`config.mk`:
```
export PLATFORM = sky130hd
export DESIGN_NAME = synth_voice_allocator_unit
export DESIGN_NICKNAME = d
export VERILOG_FILES = /design/src/sva_pkg.sv /design/src/synth_voice_allocator_unit.sv /design/src/sva_slot_ram.sv /design/src/sva_steal_scan.sv /design/src/sva_ctrl.sv
export SDC_FILE = /design/constraint.sdc
export NUM_CORES = 2
export LEC_CHECK = 0
export BUFFER_PORTS_ARGS = -buffer_cell sky130_fd_sc_hd__clkbuf_2
export CAP_MARGIN = 20
export CORE_AREA = 2 2 340 342
export DETAILED_ROUTE_END_ITERATION = 6
export DIE_AREA = 0 0 342 344
export GPL_ROUTABILITY_DRIVEN = 0
export PLACE_DENSITY = 0.71
export SYNTH_ARGS = -nofsm -noshare
export SYNTH_HDL_FRONTEND = slang
export SYNTH_SLANG_ARGS = --single-unit
```
`constraint.sdc`:
```
create_clock -name clk -period 21.9 [get_ports clk]
set_input_delay 3.285 -clock clk [delete_from_list [all_inputs] [get_ports clk]]
set_output_delay 3.285 -clock clk [all_outputs]
set_load 0.01 [all_outputs]
```
`src/sva_pkg.sv`:
```
// Shared constants, types and codes for the voice allocator.
package sva_pkg;

    localparam int NUM_VOICES  = 16;
    localparam int SLOT_W      = $clog2(NUM_VOICES);
    localparam int CMD_W       = 3;
    localparam int NOTE_W      = 7;
    localparam int SNOTE_W     = NOTE_W + 1;
    localparam int VEL_W       = 10;
    localparam int LEVEL_W     = 16;
    localparam int AGE_W       = 48;
    localparam int MAX_RESULTS = 15;
    localparam int CNT_W       = $clog2(MAX_RESULTS + 1);
    localparam int PH_W        = 2;

    localparam logic [SNOTE_W-1:0] NO_NOTE    = SNOTE_W'(128);
    localparam logic [SLOT_W-1:0]  FIRST_SLOT = SLOT_W'(1);
    localparam logic [SLOT_W-1:0]  LAST_SLOT  = SLOT_W'(NUM_VOICES - 1);

    typedef enum logic [CMD_W-1:0] {
        CMD_NOTE_ON    = 3'd0,
        CMD_NOTE_OFF   = 3'd1,
        CMD_VOICE_DONE = 3'd2,
        CMD_LEVEL_REP  = 3'd3,
        CMD_PANIC      = 3'd4
    } cmd_t;

    typedef enum logic [2:0] {
        ACT_START_FM    = 3'd0,
        ACT_START_SUB   = 3'd1,
        ACT_RELEASE_FM  = 3'd2,
        ACT_RELEASE_SUB = 3'd3,
        ACT_RELEASE_ALL = 3'd5
    } act_t;

    // one slot's state as held in the slot memory
    typedef struct packed {
        logic               fm_active;
        logic               sub_active;
        logic [SNOTE_W-1:0] note;
        logic [AGE_W-1:0]   age;
        logic [LEVEL_W-1:0] level;
    } entry_t;

    localparam entry_t RESET_ENTRY = '{
        fm_active:  1'b0,
        sub_active: 1'b0,
        note:       NO_NOTE,
        age:        '0,
        level:      '0
    };

    typedef struct packed {
        logic              rd_en;
        logic [SLOT_W-1:0] rd_addr;
        logic              wr_en;
        logic [SLOT_W-1:0] wr_addr;
        entry_t            wr_data;
    } ram_req_t;

    typedef struct packed {
        logic              clear;
        logic              upd;
        logic [SLOT_W-1:0] idx;
    } scan_ctl_t;

    typedef struct packed {
        logic              valid;
        logic [SLOT_W-1:0] slot;
        act_t              action;
        logic [NOTE_W-1:0] note;
        logic [VEL_W-1:0]  velocity;
        logic              stolen;
        logic              last;
    } result_t;

endpackage

```
`src/synth_voice_allocator_unit.sv`:
```
// Top level of the polyphonic voice allocator with voice stealing.
// Note_on, accept to last result: sweep of slots 1..15, pick read, one result per cycle,
//   output register; note_off and panic sweep the slots and register their results.
// Requests: one at a time, the next taken once busy is low again; the receiver cannot stall.
// Reset: control clears at once; per-entry written bits make untouched slots read as reset.
module synth_voice_allocator_unit (
    input  logic                         clk,
    input  logic                         rst_n,
    input  logic                         start,
    output logic                         busy,
    input  logic [sva_pkg::CMD_W-1:0]    cmd,
    input  logic [sva_pkg::NOTE_W-1:0]   note,
    input  logic [sva_pkg::VEL_W-1:0]    velocity,
    input  logic                         engine,
    input  logic [sva_pkg::SLOT_W-1:0]   slot_index,
    input  logic [sva_pkg::LEVEL_W-1:0]  level,
    output logic                         strobe,
    output logic [sva_pkg::SLOT_W-1:0]   slot,
    output logic [2:0]                   action,
    output logic [sva_pkg::NOTE_W-1:0]   note_out,
    output logic [sva_pkg::VEL_W-1:0]    velocity_out,
    output logic                         stolen,
    output logic                         last
);
    import sva_pkg::*;

    ram_req_t          ram_req;
    entry_t            rd_entry;
    scan_ctl_t         scan;
    logic              scan_fm;
    logic [SLOT_W-1:0] pick_slot;
    logic              pick_stolen;
    result_t           res;

    // slot state: activity bits, held note, age stamp and reported level per slot
    sva_slot_ram u_ram (
        .clk      (clk),
        .rst_n    (rst_n),
        .req      (ram_req),
        .rd_entry (rd_entry)
    );

    // candidate search fed by the note_on sweep, one slot per cycle
    sva_steal_scan u_scan (
        .clk         (clk),
        .rst_n       (rst_n),
        .ctl         (scan),
        .entry       (rd_entry),
        .fm          (scan_fm),
        .pick_slot   (pick_slot),
        .pick_stolen (pick_stolen)
    );

    // sequencer: decodes the request, drives memory sweeps, registers results
    sva_ctrl u_ctrl (
        .clk         (clk),
        .rst_n       (rst_n),
        .start       (start),
        .cmd         (cmd),
        .note        (note),
        .velocity    (velocity),
        .engine      (engine),
        .slot_index  (slot_index),
        .level       (level),
        .busy        (busy),
        .res         (res),
        .req         (ram_req),
        .rd_entry    (rd_entry),
        .scan        (scan),
        .scan_fm     (scan_fm),
        .pick_slot   (pick_slot),
        .pick_stolen (pick_stolen)
    );

    // results come straight from the sequencer's output register
    assign strobe       = res.valid;
    assign slot         = res.slot;
    assign action       = res.action;
    assign note_out     = res.note;
    assign velocity_out = res.velocity;
    assign stolen       = res.stolen;
    assign last         = res.last;

endmodule

```
`src/sva_slot_ram.sv`:
```
// Slot state memory: one write port, one read port, registered read data.
module sva_slot_ram (
    input  logic              clk,
    input  logic              rst_n,
    input  sva_pkg::ram_req_t req,
    output sva_pkg::entry_t   rd_entry
);
    import sva_pkg::*;

    entry_t                mem_reg [NUM_VOICES];
    entry_t                rd_data_reg;
    logic [NUM_VOICES-1:0] written_reg;
    logic                  rd_written_reg;

    always_ff @(posedge clk)
    begin
        if (req.wr_en)
        begin
            mem_reg[req.wr_addr] <= req.wr_data;
        end
        if (req.rd_en)
        begin
            rd_data_reg <= mem_reg[req.rd_addr];
        end
    end

    // entries never written since reset read as the reset value
    always_ff @(posedge clk or negedge rst_n)
    begin
        if (!rst_n)
        begin
            written_reg    <= '0;
            rd_written_reg <= 1'b0;
        end
        else
        begin
            if (req.wr_en)
            begin
                written_reg[req.wr_addr] <= 1'b1;
            end
            if (req.rd_en)
            begin
                rd_written_reg <= written_reg[req.rd_addr];
            end
        end
    end

    assign rd_entry = rd_written_reg ? rd_data_reg : RESET_ENTRY;

endmodule

```
`src/sva_steal_scan.sv`:
```
// Running search over the slots for a free, idle or steal candidate.
module sva_steal_scan (
    input  logic                        clk,
    input  logic                        rst_n,
    input  sva_pkg::scan_ctl_t          ctl,
    input  sva_pkg::entry_t             entry,
    input  logic                        fm,
    output logic [sva_pkg::SLOT_W-1:0]  pick_slot,
    output logic                        pick_stolen
);
    import sva_pkg::*;

    logic               free_found_reg;
    logic [SLOT_W-1:0]  free_slot_reg;
    logic               fmi_found_reg;
    logic [SLOT_W-1:0]  fmi_slot_reg;
    logic               subi_found_reg;
    logic [SLOT_W-1:0]  subi_slot_reg;
    logic [LEVEL_W-1:0] min_level_reg;
    logic [SLOT_W-1:0]  min_level_slot_reg;
    logic [AGE_W-1:0]   min_age_reg;
    logic [SLOT_W-1:0]  min_age_slot_reg;
    logic               first;

    assign first = (ctl.idx == FIRST_SLOT);

    always_ff @(posedge clk or negedge rst_n)
    begin
        if (!rst_n)
        begin
            free_found_reg     <= 1'b0;
            free_slot_reg      <= '0;
            fmi_found_reg      <= 1'b0;
            fmi_slot_reg       <= '0;
            subi_found_reg     <= 1'b0;
            subi_slot_reg      <= '0;
            min_level_reg      <= '0;
            min_level_slot_reg <= '0;
            min_age_reg        <= '0;
            min_age_slot_reg   <= '0;
        end
        else if (ctl.clear)
        begin
            free_found_reg <= 1'b0;
            fmi_found_reg  <= 1'b0;
            subi_found_reg <= 1'b0;
        end
        else if (ctl.upd)
        begin
            if (!entry.fm_active && !entry.sub_active && !free_found_reg)
            begin
                free_found_reg <= 1'b1;
                free_slot_reg  <= ctl.idx;
            end
            if (!entry.fm_active && !fmi_found_reg)
            begin
                fmi_found_reg <= 1'b1;
                fmi_slot_reg  <= ctl.idx;
            end
            if (!entry.sub_active && !subi_found_reg)
            begin
                subi_found_reg <= 1'b1;
                subi_slot_reg  <= ctl.idx;
            end
            // strict compare: lowest slot wins ties
            if (first || (entry.level < min_level_reg))
            begin
                min_level_reg      <= entry.level;
                min_level_slot_reg <= ctl.idx;
            end
            if (first || (entry.age < min_age_reg))
            begin
                min_age_reg      <= entry.age;
                min_age_slot_reg <= ctl.idx;
            end
        end
    end

    always_comb
    begin
        pick_stolen = !free_found_reg;
        if (free_found_reg)
        begin
            pick_slot = free_slot_reg;
        end
        else if (fm)
        begin
            pick_slot = fmi_found_reg ? fmi_slot_reg : min_level_slot_reg;
        end
        else
        begin
            pick_slot = subi_found_reg ? subi_slot_reg : min_age_slot_reg;
        end
    end

endmodule

```
`src/sva_ctrl.sv`:
```
// Command sequencer: slot sweeps, read-modify-write and result generation.
module sva_ctrl (
    input  logic                         clk,
    input  logic                         rst_n,
    input  logic                         start,
    input  logic [sva_pkg::CMD_W-1:0]    cmd,
    input  logic [sva_pkg::NOTE_W-1:0]   note,
    input  logic [sva_pkg::VEL_W-1:0]    velocity,
    input  logic                         engine,
    input  logic [sva_pkg::SLOT_W-1:0]   slot_index,
    input  logic [sva_pkg::LEVEL_W-1:0]  level,
    output logic                         busy,
    output sva_pkg::result_t             res,
    output sva_pkg::ram_req_t            req,
    input  sva_pkg::entry_t              rd_entry,
    output sva_pkg::scan_ctl_t           scan,
    output logic                         scan_fm,
    input  logic [sva_pkg::SLOT_W-1:0]   pick_slot,
    input  logic                         pick_stolen
);
    import sva_pkg::*;

    typedef enum logic [7:0] {
        ST_IDLE   = 8'b00000001,
        ST_SCAN   = 8'b00000010,
        ST_PICK   = 8'b00000100,
        ST_EMIT   = 8'b00001000,
        ST_SWEEP  = 8'b00010000,
        ST_FLUSH  = 8'b00100000,
        ST_RMW_RD = 8'b01000000,
        ST_RMW_WR = 8'b10000000
    } state_t;

    state_t             state_reg, state_next;
    cmd_t               cmd_q_reg, cmd_q_next;
    logic [NOTE_W-1:0]  note_q_reg, note_q_next;
    logic [VEL_W-1:0]   vel_q_reg, vel_q_next;
    logic               fm_q_reg, fm_q_next;
    logic [SLOT_W-1:0]  si_q_reg, si_q_next;
    logic [LEVEL_W-1:0] lvl_q_reg, lvl_q_next;
    logic [SLOT_W-1:0]  idx_reg, idx_next;
    logic               issue_reg, issue_next;
    logic               rdv_reg, rdv_next;
    logic [SLOT_W-1:0]  ridx_reg, ridx_next;
    logic [PH_W-1:0]    ph_reg, ph_next;
    logic               buf_valid_reg, buf_valid_next;
    logic [SLOT_W-1:0]  buf_slot_reg, buf_slot_next;
    logic [CNT_W-1:0]   cnt_reg, cnt_next;
    logic [AGE_W-1:0]   age_reg, age_next;
    result_t            res_reg, res_next;

    entry_t             upd_entry;
    logic               other_active;
    logic [PH_W-1:0]    last_ph;
    logic               match;
    logic               under_cap;
    act_t               rel_act;

    assign busy    = (state_reg != ST_IDLE);
    assign res     = res_reg;
    assign scan_fm = fm_q_reg;
    assign rel_act = fm_q_reg ? ACT_RELEASE_FM : ACT_RELEASE_SUB;

    assign other_active = fm_q_reg ? rd_entry.sub_active : rd_entry.fm_active;
    assign last_ph      = PH_W'(pick_stolen) + PH_W'(other_active);
    assign match        = (rd_entry.note == {1'b0, note_q_reg});
    assign under_cap    = (int'(cnt_reg) < MAX_RESULTS);

    always_comb
    begin
        state_next     = state_reg;
        cmd_q_next     = cmd_q_reg;
        note_q_next    = note_q_reg;
        vel_q_next     = vel_q_reg;
        fm_q_next      = fm_q_reg;
        si_q_next      = si_q_reg;
        lvl_q_next     = lvl_q_reg;
        idx_next       = idx_reg;
        issue_next     = issue_reg;
        ph_next        = ph_reg;
        buf_valid_next = buf_valid_reg;
        buf_slot_next  = buf_slot_reg;
        cnt_next       = cnt_reg;
        age_next       = age_reg;
        res_next       = '0;
        req            = '0;
        req.rd_addr    = idx_reg;
        scan           = '0;
        scan.idx       = ridx_reg;
        upd_entry      = rd_entry;

        unique case (state_reg)
            ST_IDLE:
            begin
                if (start)
                begin
                    cmd_q_next  = cmd_t'(cmd);
                    note_q_next = note;
                    vel_q_next  = velocity;
                    fm_q_next   = engine;
                    si_q_next   = slot_index;
                    lvl_q_next  = level;
                    unique case (cmd_t'(cmd)) inside
                        CMD_NOTE_ON:
                        begin
                            idx_next   = FIRST_SLOT;
                            issue_next = 1'b1;
                            scan.clear = 1'b1;
                            state_next = ST_SCAN;
                        end
                        CMD_NOTE_OFF:
                        begin
                            idx_next       = FIRST_SLOT;
                            issue_next     = 1'b1;
                            buf_valid_next = 1'b0;
                            cnt_next       = '0;
                            state_next     = ST_SWEEP;
                        end
                        CMD_PANIC:
                        begin
                            idx_next   = '0;
                            issue_next = 1'b1;
                            state_next = ST_SWEEP;
                        end
                        CMD_VOICE_DONE, CMD_LEVEL_REP:
                        begin
                            if (int'(slot_index) < NUM_VOICES)
                            begin
                                state_next = ST_RMW_RD;
                            end
                        end
                        default:
                        begin
                            state_next = ST_IDLE;
                        end
                    endcase
                end
            end

            ST_SCAN:
            begin
                req.rd_en = issue_reg;
                if (issue_reg)
                begin
                    idx_next = idx_reg + SLOT_W'(1);
                    if (idx_reg == LAST_SLOT)
                    begin
                        issue_next = 1'b0;
                    end
                end
                scan.upd = rdv_reg;
                if (rdv_reg && (ridx_reg == LAST_SLOT))
                begin
                    state_next = ST_PICK;
                end
            end

            ST_PICK:
            begin
                req.rd_en   = 1'b1;
                req.rd_addr = pick_slot;
                ph_next     = '0;
                state_next  = ST_EMIT;
            end

            ST_EMIT:
            begin
                res_next.valid  = 1'b1;
                res_next.slot   = pick_slot;
                res_next.stolen = pick_stolen;
                res_next.last   = (ph_reg == last_ph);
                if (pick_stolen && (ph_reg == '0))
                begin
                    res_next.action = rel_act;
                end
                else if (ph_reg == PH_W'(pick_stolen))
                begin
                    res_next.action   = fm_q_reg ? ACT_START_FM : ACT_START_SUB;
                    res_next.note     = note_q_reg;
                    res_next.velocity = vel_q_reg;
                end
                else
                begin
                    res_next.action = fm_q_reg ? ACT_RELEASE_SUB : ACT_RELEASE_FM;
                end
                ph_next = ph_reg + PH_W'(1);
                if (ph_reg == last_ph)
                begin
                    if (fm_q_reg)
                    begin
                        upd_entry.fm_active = 1'b1;
                    end
                    else
                    begin
                        upd_entry.sub_active = 1'b1;
                    end
                    upd_entry.note = {1'b0, note_q_reg};
                    upd_entry.age  = age_reg + AGE_W'(1);
                    age_next       = age_reg + AGE_W'(1);
                    req.wr_en      = 1'b1;
                    req.wr_addr    = pick_slot;
                    req.wr_data    = upd_entry;
                    state_next     = ST_IDLE;
                end
            end

            ST_SWEEP:
            begin
                req.rd_en = issue_reg;
                if (issue_reg)
                begin
                    idx_next = idx_reg + SLOT_W'(1);
                    if (idx_reg == LAST_SLOT)
                    begin
                        issue_next = 1'b0;
                    end
                end
                upd_entry.note = NO_NOTE;
                req.wr_addr    = ridx_reg;
                req.wr_data    = upd_entry;
                if (rdv_reg)
                begin
                    if (cmd_q_reg == CMD_PANIC)
                    begin
                        req.wr_en = 1'b1;
                        if (ridx_reg == LAST_SLOT)
                        begin
                            res_next.valid  = 1'b1;
                            res_next.slot   = '0;
                            res_next.action = ACT_RELEASE_ALL;
                            res_next.last   = 1'b1;
                            state_next      = ST_IDLE;
                        end
                    end
                    else
                    begin
                        req.wr_en = match;
                        // one release held back so the final one can carry last
                        if (match && under_cap)
                        begin
                            if (buf_valid_reg)
                            begin
                                res_next.valid  = 1'b1;
                                res_next.slot   = buf_slot_reg;
                                res_next.action = rel_act;
                            end
                            buf_valid_next = 1'b1;
                            buf_slot_next  = ridx_reg;
                            cnt_next       = cnt_reg + CNT_W'(1);
                        end
                        if (ridx_reg == LAST_SLOT)
                        begin
                            if (match && under_cap)
                            begin
                                state_next = ST_FLUSH;
                            end
                            else
                            begin
                                if (buf_valid_reg)
                                begin
                                    res_next.valid  = 1'b1;
                                    res_next.slot   = buf_slot_reg;
                                    res_next.action = rel_act;
                                    res_next.last   = 1'b1;
                                end
                                buf_valid_next = 1'b0;
                                state_next     = ST_IDLE;
                            end
                        end
                    end
                end
            end

            ST_FLUSH:
            begin
                res_next.valid  = 1'b1;
                res_next.slot   = buf_slot_reg;
                res_next.action = rel_act;
                res_next.last   = 1'b1;
                buf_valid_next  = 1'b0;
                state_next      = ST_IDLE;
            end

            ST_RMW_RD:
            begin
                req.rd_en   = 1'b1;
                req.rd_addr = si_q_reg;
                state_next  = ST_RMW_WR;
            end

            ST_RMW_WR:
            begin
                if (cmd_q_reg == CMD_LEVEL_REP)
                begin
                    upd_entry.level = lvl_q_reg;
                end
                else if (fm_q_reg)
                begin
                    upd_entry.fm_active = 1'b0;
                end
                else
                begin
                    upd_entry.sub_active = 1'b0;
                end
                req.wr_en   = 1'b1;
                req.wr_addr = si_q_reg;
                req.wr_data = upd_entry;
                state_next  = ST_IDLE;
            end

            default:
            begin
                state_next = ST_IDLE;
            end
        endcase

        rdv_next  = req.rd_en;
        ridx_next = req.rd_addr;
    end

    always_ff @(posedge clk or negedge rst_n)
    begin
        if (!rst_n)
        begin
            state_reg     <= ST_IDLE;
            issue_reg     <= 1'b0;
            rdv_reg       <= 1'b0;
            ridx_reg      <= '0;
            idx_reg       <= '0;
            ph_reg        <= '0;
            buf_valid_reg <= 1'b0;
            cnt_reg       <= '0;
            age_reg       <= '0;
            res_reg       <= '0;
            cmd_q_reg     <= CMD_NOTE_ON;
        end
        else
        begin
            state_reg     <= state_next;
            issue_reg     <= issue_next;
            rdv_reg       <= rdv_next;
            ridx_reg      <= ridx_next;
            idx_reg       <= idx_next;
            ph_reg        <= ph_next;
            buf_valid_reg <= buf_valid_next;
            cnt_reg       <= cnt_next;
            age_reg       <= age_next;
            res_reg       <= res_next;
            cmd_q_reg     <= cmd_q_next;
        end
    end

    always_ff @(posedge clk)
    begin
        note_q_reg   <= note_q_next;
        vel_q_reg    <= vel_q_next;
        fm_q_reg     <= fm_q_next;
        si_q_reg     <= si_q_next;
        lvl_q_reg    <= lvl_q_next;
        buf_slot_reg <= buf_slot_next;
    end

endmodule

```
==> results.ini <==
[outcome]
status=complete, no violations

[grt]
grtUsageTotal=0.2528
grt_pass1_vias=37096
antenna_found_initial=3
grt_pass1_wl_mm=226.8
grt_start_max_net_pins=200
grt_overflow=0

[sta]
final_hold_viol_count=0
holdWs_ns=0.4469
fin_crit_ns=5.678
fin_crit_sh=0.2593
slew_violations=0
rsz0062_at_grt=no
clock_skew_ns=0.03696
fmax_ghz=0.1761
setup_tns_ns=0
slew_headroom=0.2140
tightest_slew_ns=1.179
setup_violations=0

[worst_setup_path]
path_class=reg -> reg
arrival_ns=6.06
end_kind=flop
startpoint_type=flop
required_ns=22.28
r2r_slack_ns=16.22
cp_max_fo=31

[clock_tree]
cts_resized=0
clkLatencyLatePin_ns=0.77
root_buffer=clkbuf_16
cts_tree=done
clockBufferDepth=3
h-tree-depth=4
postCtsHoldBufs=0
clk_pin_slew_worst_paths_ns=0.06
cts_sinks=1507
cts_buffers=150
post_cts.repair.setup_buffers=0

[logic_synthesis]
avgSynthCellArea_um2=13.41
synth_enable_flop_cells=1300
ys_ff_latch=1507
ys_types=75
synthArstFlopShare=0.1374
synth_cells=4646
synth_fp_nets=4755
yosysSeqAreaShare=0.7095
synth_warnings=0
synth_flop_cell=edfxtp_1
synth_area_um2=62320

[cells_and_area]
final_core_util=0.6088
final_nets=4825
layout-drive-gt1-share=0.1126
area_growth_pct=11.25
diodes=0
final_area_um2=69330
largest_reg_flops=1184

[floorplanning]
core_um2=113900
num_rows=124
dieArea_um2=117600
die_w_um=342
initial_utilization=0.5472
io_pins=72
die_h_um=344

[place]
place.port_buffers=71
post-dp-hpwl_mm=80.17
dpl_cell_area_um2=64260

[drt]
drtAntennaViolNets=0
dr.pass1.iters=6
wirelength_mm=149.6
drt_iter0_drc=4443
drc=0
wl_per_cell_um=23.55
viasPerCell=6.077
vias=38610

[power]
peakVddDrop_mv=0.1215
finalPower_mw=8.105
leakage_nw=25.82
power.density_nw_per_um2=116.9

[min_path]
hp-class=reg -> reg

[flow_run]
max-cap-violations=0

-- critical path, stage by stage (launching register included) --
cell	delay [ns]
dfrtp_4	0.57
nand2_1	0.14
o21ai_0	0.23
ha_1	0.28
xor2_1	0.31
nor2_1	0.14
nand2_2	0.31
nor2_1	0.11
a221oi_2	0.56
nand2b_1	0.23
or2_1	0.40
nor2_4	0.88
buf_4	0.48
buf_4	0.59
-- cell usage in the layout, fill, tap and decap left out, types with 9 or more instances in the layout --
master | synthesis | routed
and3_1 | 310 | 309
o22ai_1 | 63 | 60
clkbuf_1 | 141 | 30
and2_1 | 23 | 22
clkinv_1 | 0 | 36
o21ai_0 | 77 | 77
nor2_1 | 103 | 87
dfrtp_1 | 206 | 205
edfxtp_1 | 1300 | 1300
nand2_1 | 1122 | 1119
o32ai_1 | 76 | 76
bufinv_16 | 0 | 10
inv_1 | 138 | 136
clkbuf_16 | 0 | 153
a21o_1 | 20 | 20
clkinv_2 | 1 | 27
a21oi_1 | 43 | 43
xor2_1 | 49 | 49
nand3_1 | 34 | 34
xnor2_1 | 55 | 55
nor2_4 | 0 | 15
nand4_1 | 23 | 23
a221o_1 | 74 | 74
nor2b_1 | 9 | 9
clkbuf_2 | 0 | 70
a31oi_1 | 151 | 151
mux2_2 | 89 | 89
buf_4 | 23 | 115
o21bai_1 | 14 | 14
ha_1 | 65 | 65
mux2i_1 | 184 | 184
nor3_1 | 25 | 23
-- final cells by class --
type / count / area, µm²
clock inverter: 89 / 814.5
clock buffer: 188 / 4010
fill: 8493 / 44550
tap: 1512 / 1892
sequential: 1507 / 44220
timing repair buffer: 189 / 1296
multi-input combinational: 2728 / 16540
inverter: 140 / 551.8
-- report_power, final --
group	leakage (nW)	switching, mW	internal, mW
clock network	2.36	1.08	1.43
registers	12.5	0.0578	3.22
logic	10.9	1.47	0.852
-- final timing paths --
path / startpoint / endpoint / depth (start not counted)
min reg2reg: u_ctrl.vel_q_reg[3] / u_ctrl.res[5] / 1
min: u_ctrl.vel_q_reg[3] / u_ctrl.res[5] / 1
max: u_ram.rd_written_reg / u_ram.mem_reg[10][12] / 13
min in group asynchronous: rst_n / u_ctrl.res[2] / 1
max reg2reg: u_ram.rd_written_reg / u_ram.mem_reg[10][12] / 13
max in group asynchronous: rst_n / u_scan.min_age_reg[8] / 3
-- logic make-up after synthesis --
logic type               Yosys count  share of synthesized area
AO/OA/AOI/OAI                    583                    0.06682
XOR/XNOR                         104                    0.01462
adder cells (fa/ha/maj)           65                    0.01305
buffers and inverters            411                    0.02853
flip-flops                      1507                     0.7095
multiplexers                     273                    0.04564
AND/OR/NAND/NOR                 1703                     0.1218
-- stage by stage --
step           setup WS [ns]  std cells
3_5_place_dp           16.27       6046
3_3_place_gp           16.39       6039
2_1_floorplan          11.45       4646
5_1_grt                15.88       6353
4_1_cts                16.24       6323
6_report               16.22       6353
-- synthesized netlist by cell type (all sizes together) (6+ instances only) --
library cell / n / area [µm²]
dfrtp: 206 / 5155
a21o: 20 / 150.1
inv: 139 / 521.8
o31ai: 6 / 45.04
nor2b: 9 / 56.30
buf: 130 / 721.9
o32ai: 76 / 665.6
o21bai: 14 / 105.1
nor3: 27 / 145.1
nand2b: 6 / 37.54
xnor2: 55 / 481.7
and2: 23 / 143.9
nand2: 1122 / 4212
a21oi: 44 / 224.0
nor2: 103 / 386.6
ha: 65 / 813.3
o21ai: 78 / 390.4
nor4: 8 / 62.56
or2: 10 / 62.56
a32o: 8 / 80.08
a22o: 6 / 52.55
a31oi: 152 / 957.2
o21a: 6 / 45.04
clkbuf: 141 / 529.3
nand4: 23 / 143.9
a221o: 74 / 740.7
and3: 310 / 1939
nand3: 34 / 170.2
mux2: 89 / 1002
o22ai: 63 / 394.1
edfxtp: 1300 / 39040
mux2i: 184 / 1842
xor2: 49 / 429.2
-- routing by layer --
layer | GRT usage | vias up | part of all wire
met5 | 0 | - | 0
li1 | - | 17204 | -
met3 | 0.04101 | 258 | 0.090
met2 | 0.3945 | 1822 | 0.46
met1 | 0.3692 | 19326 | 0.42
met4 | 0.07666 | 0 | 0.025
No activity file was read; power rests on OpenSTA's default activity.
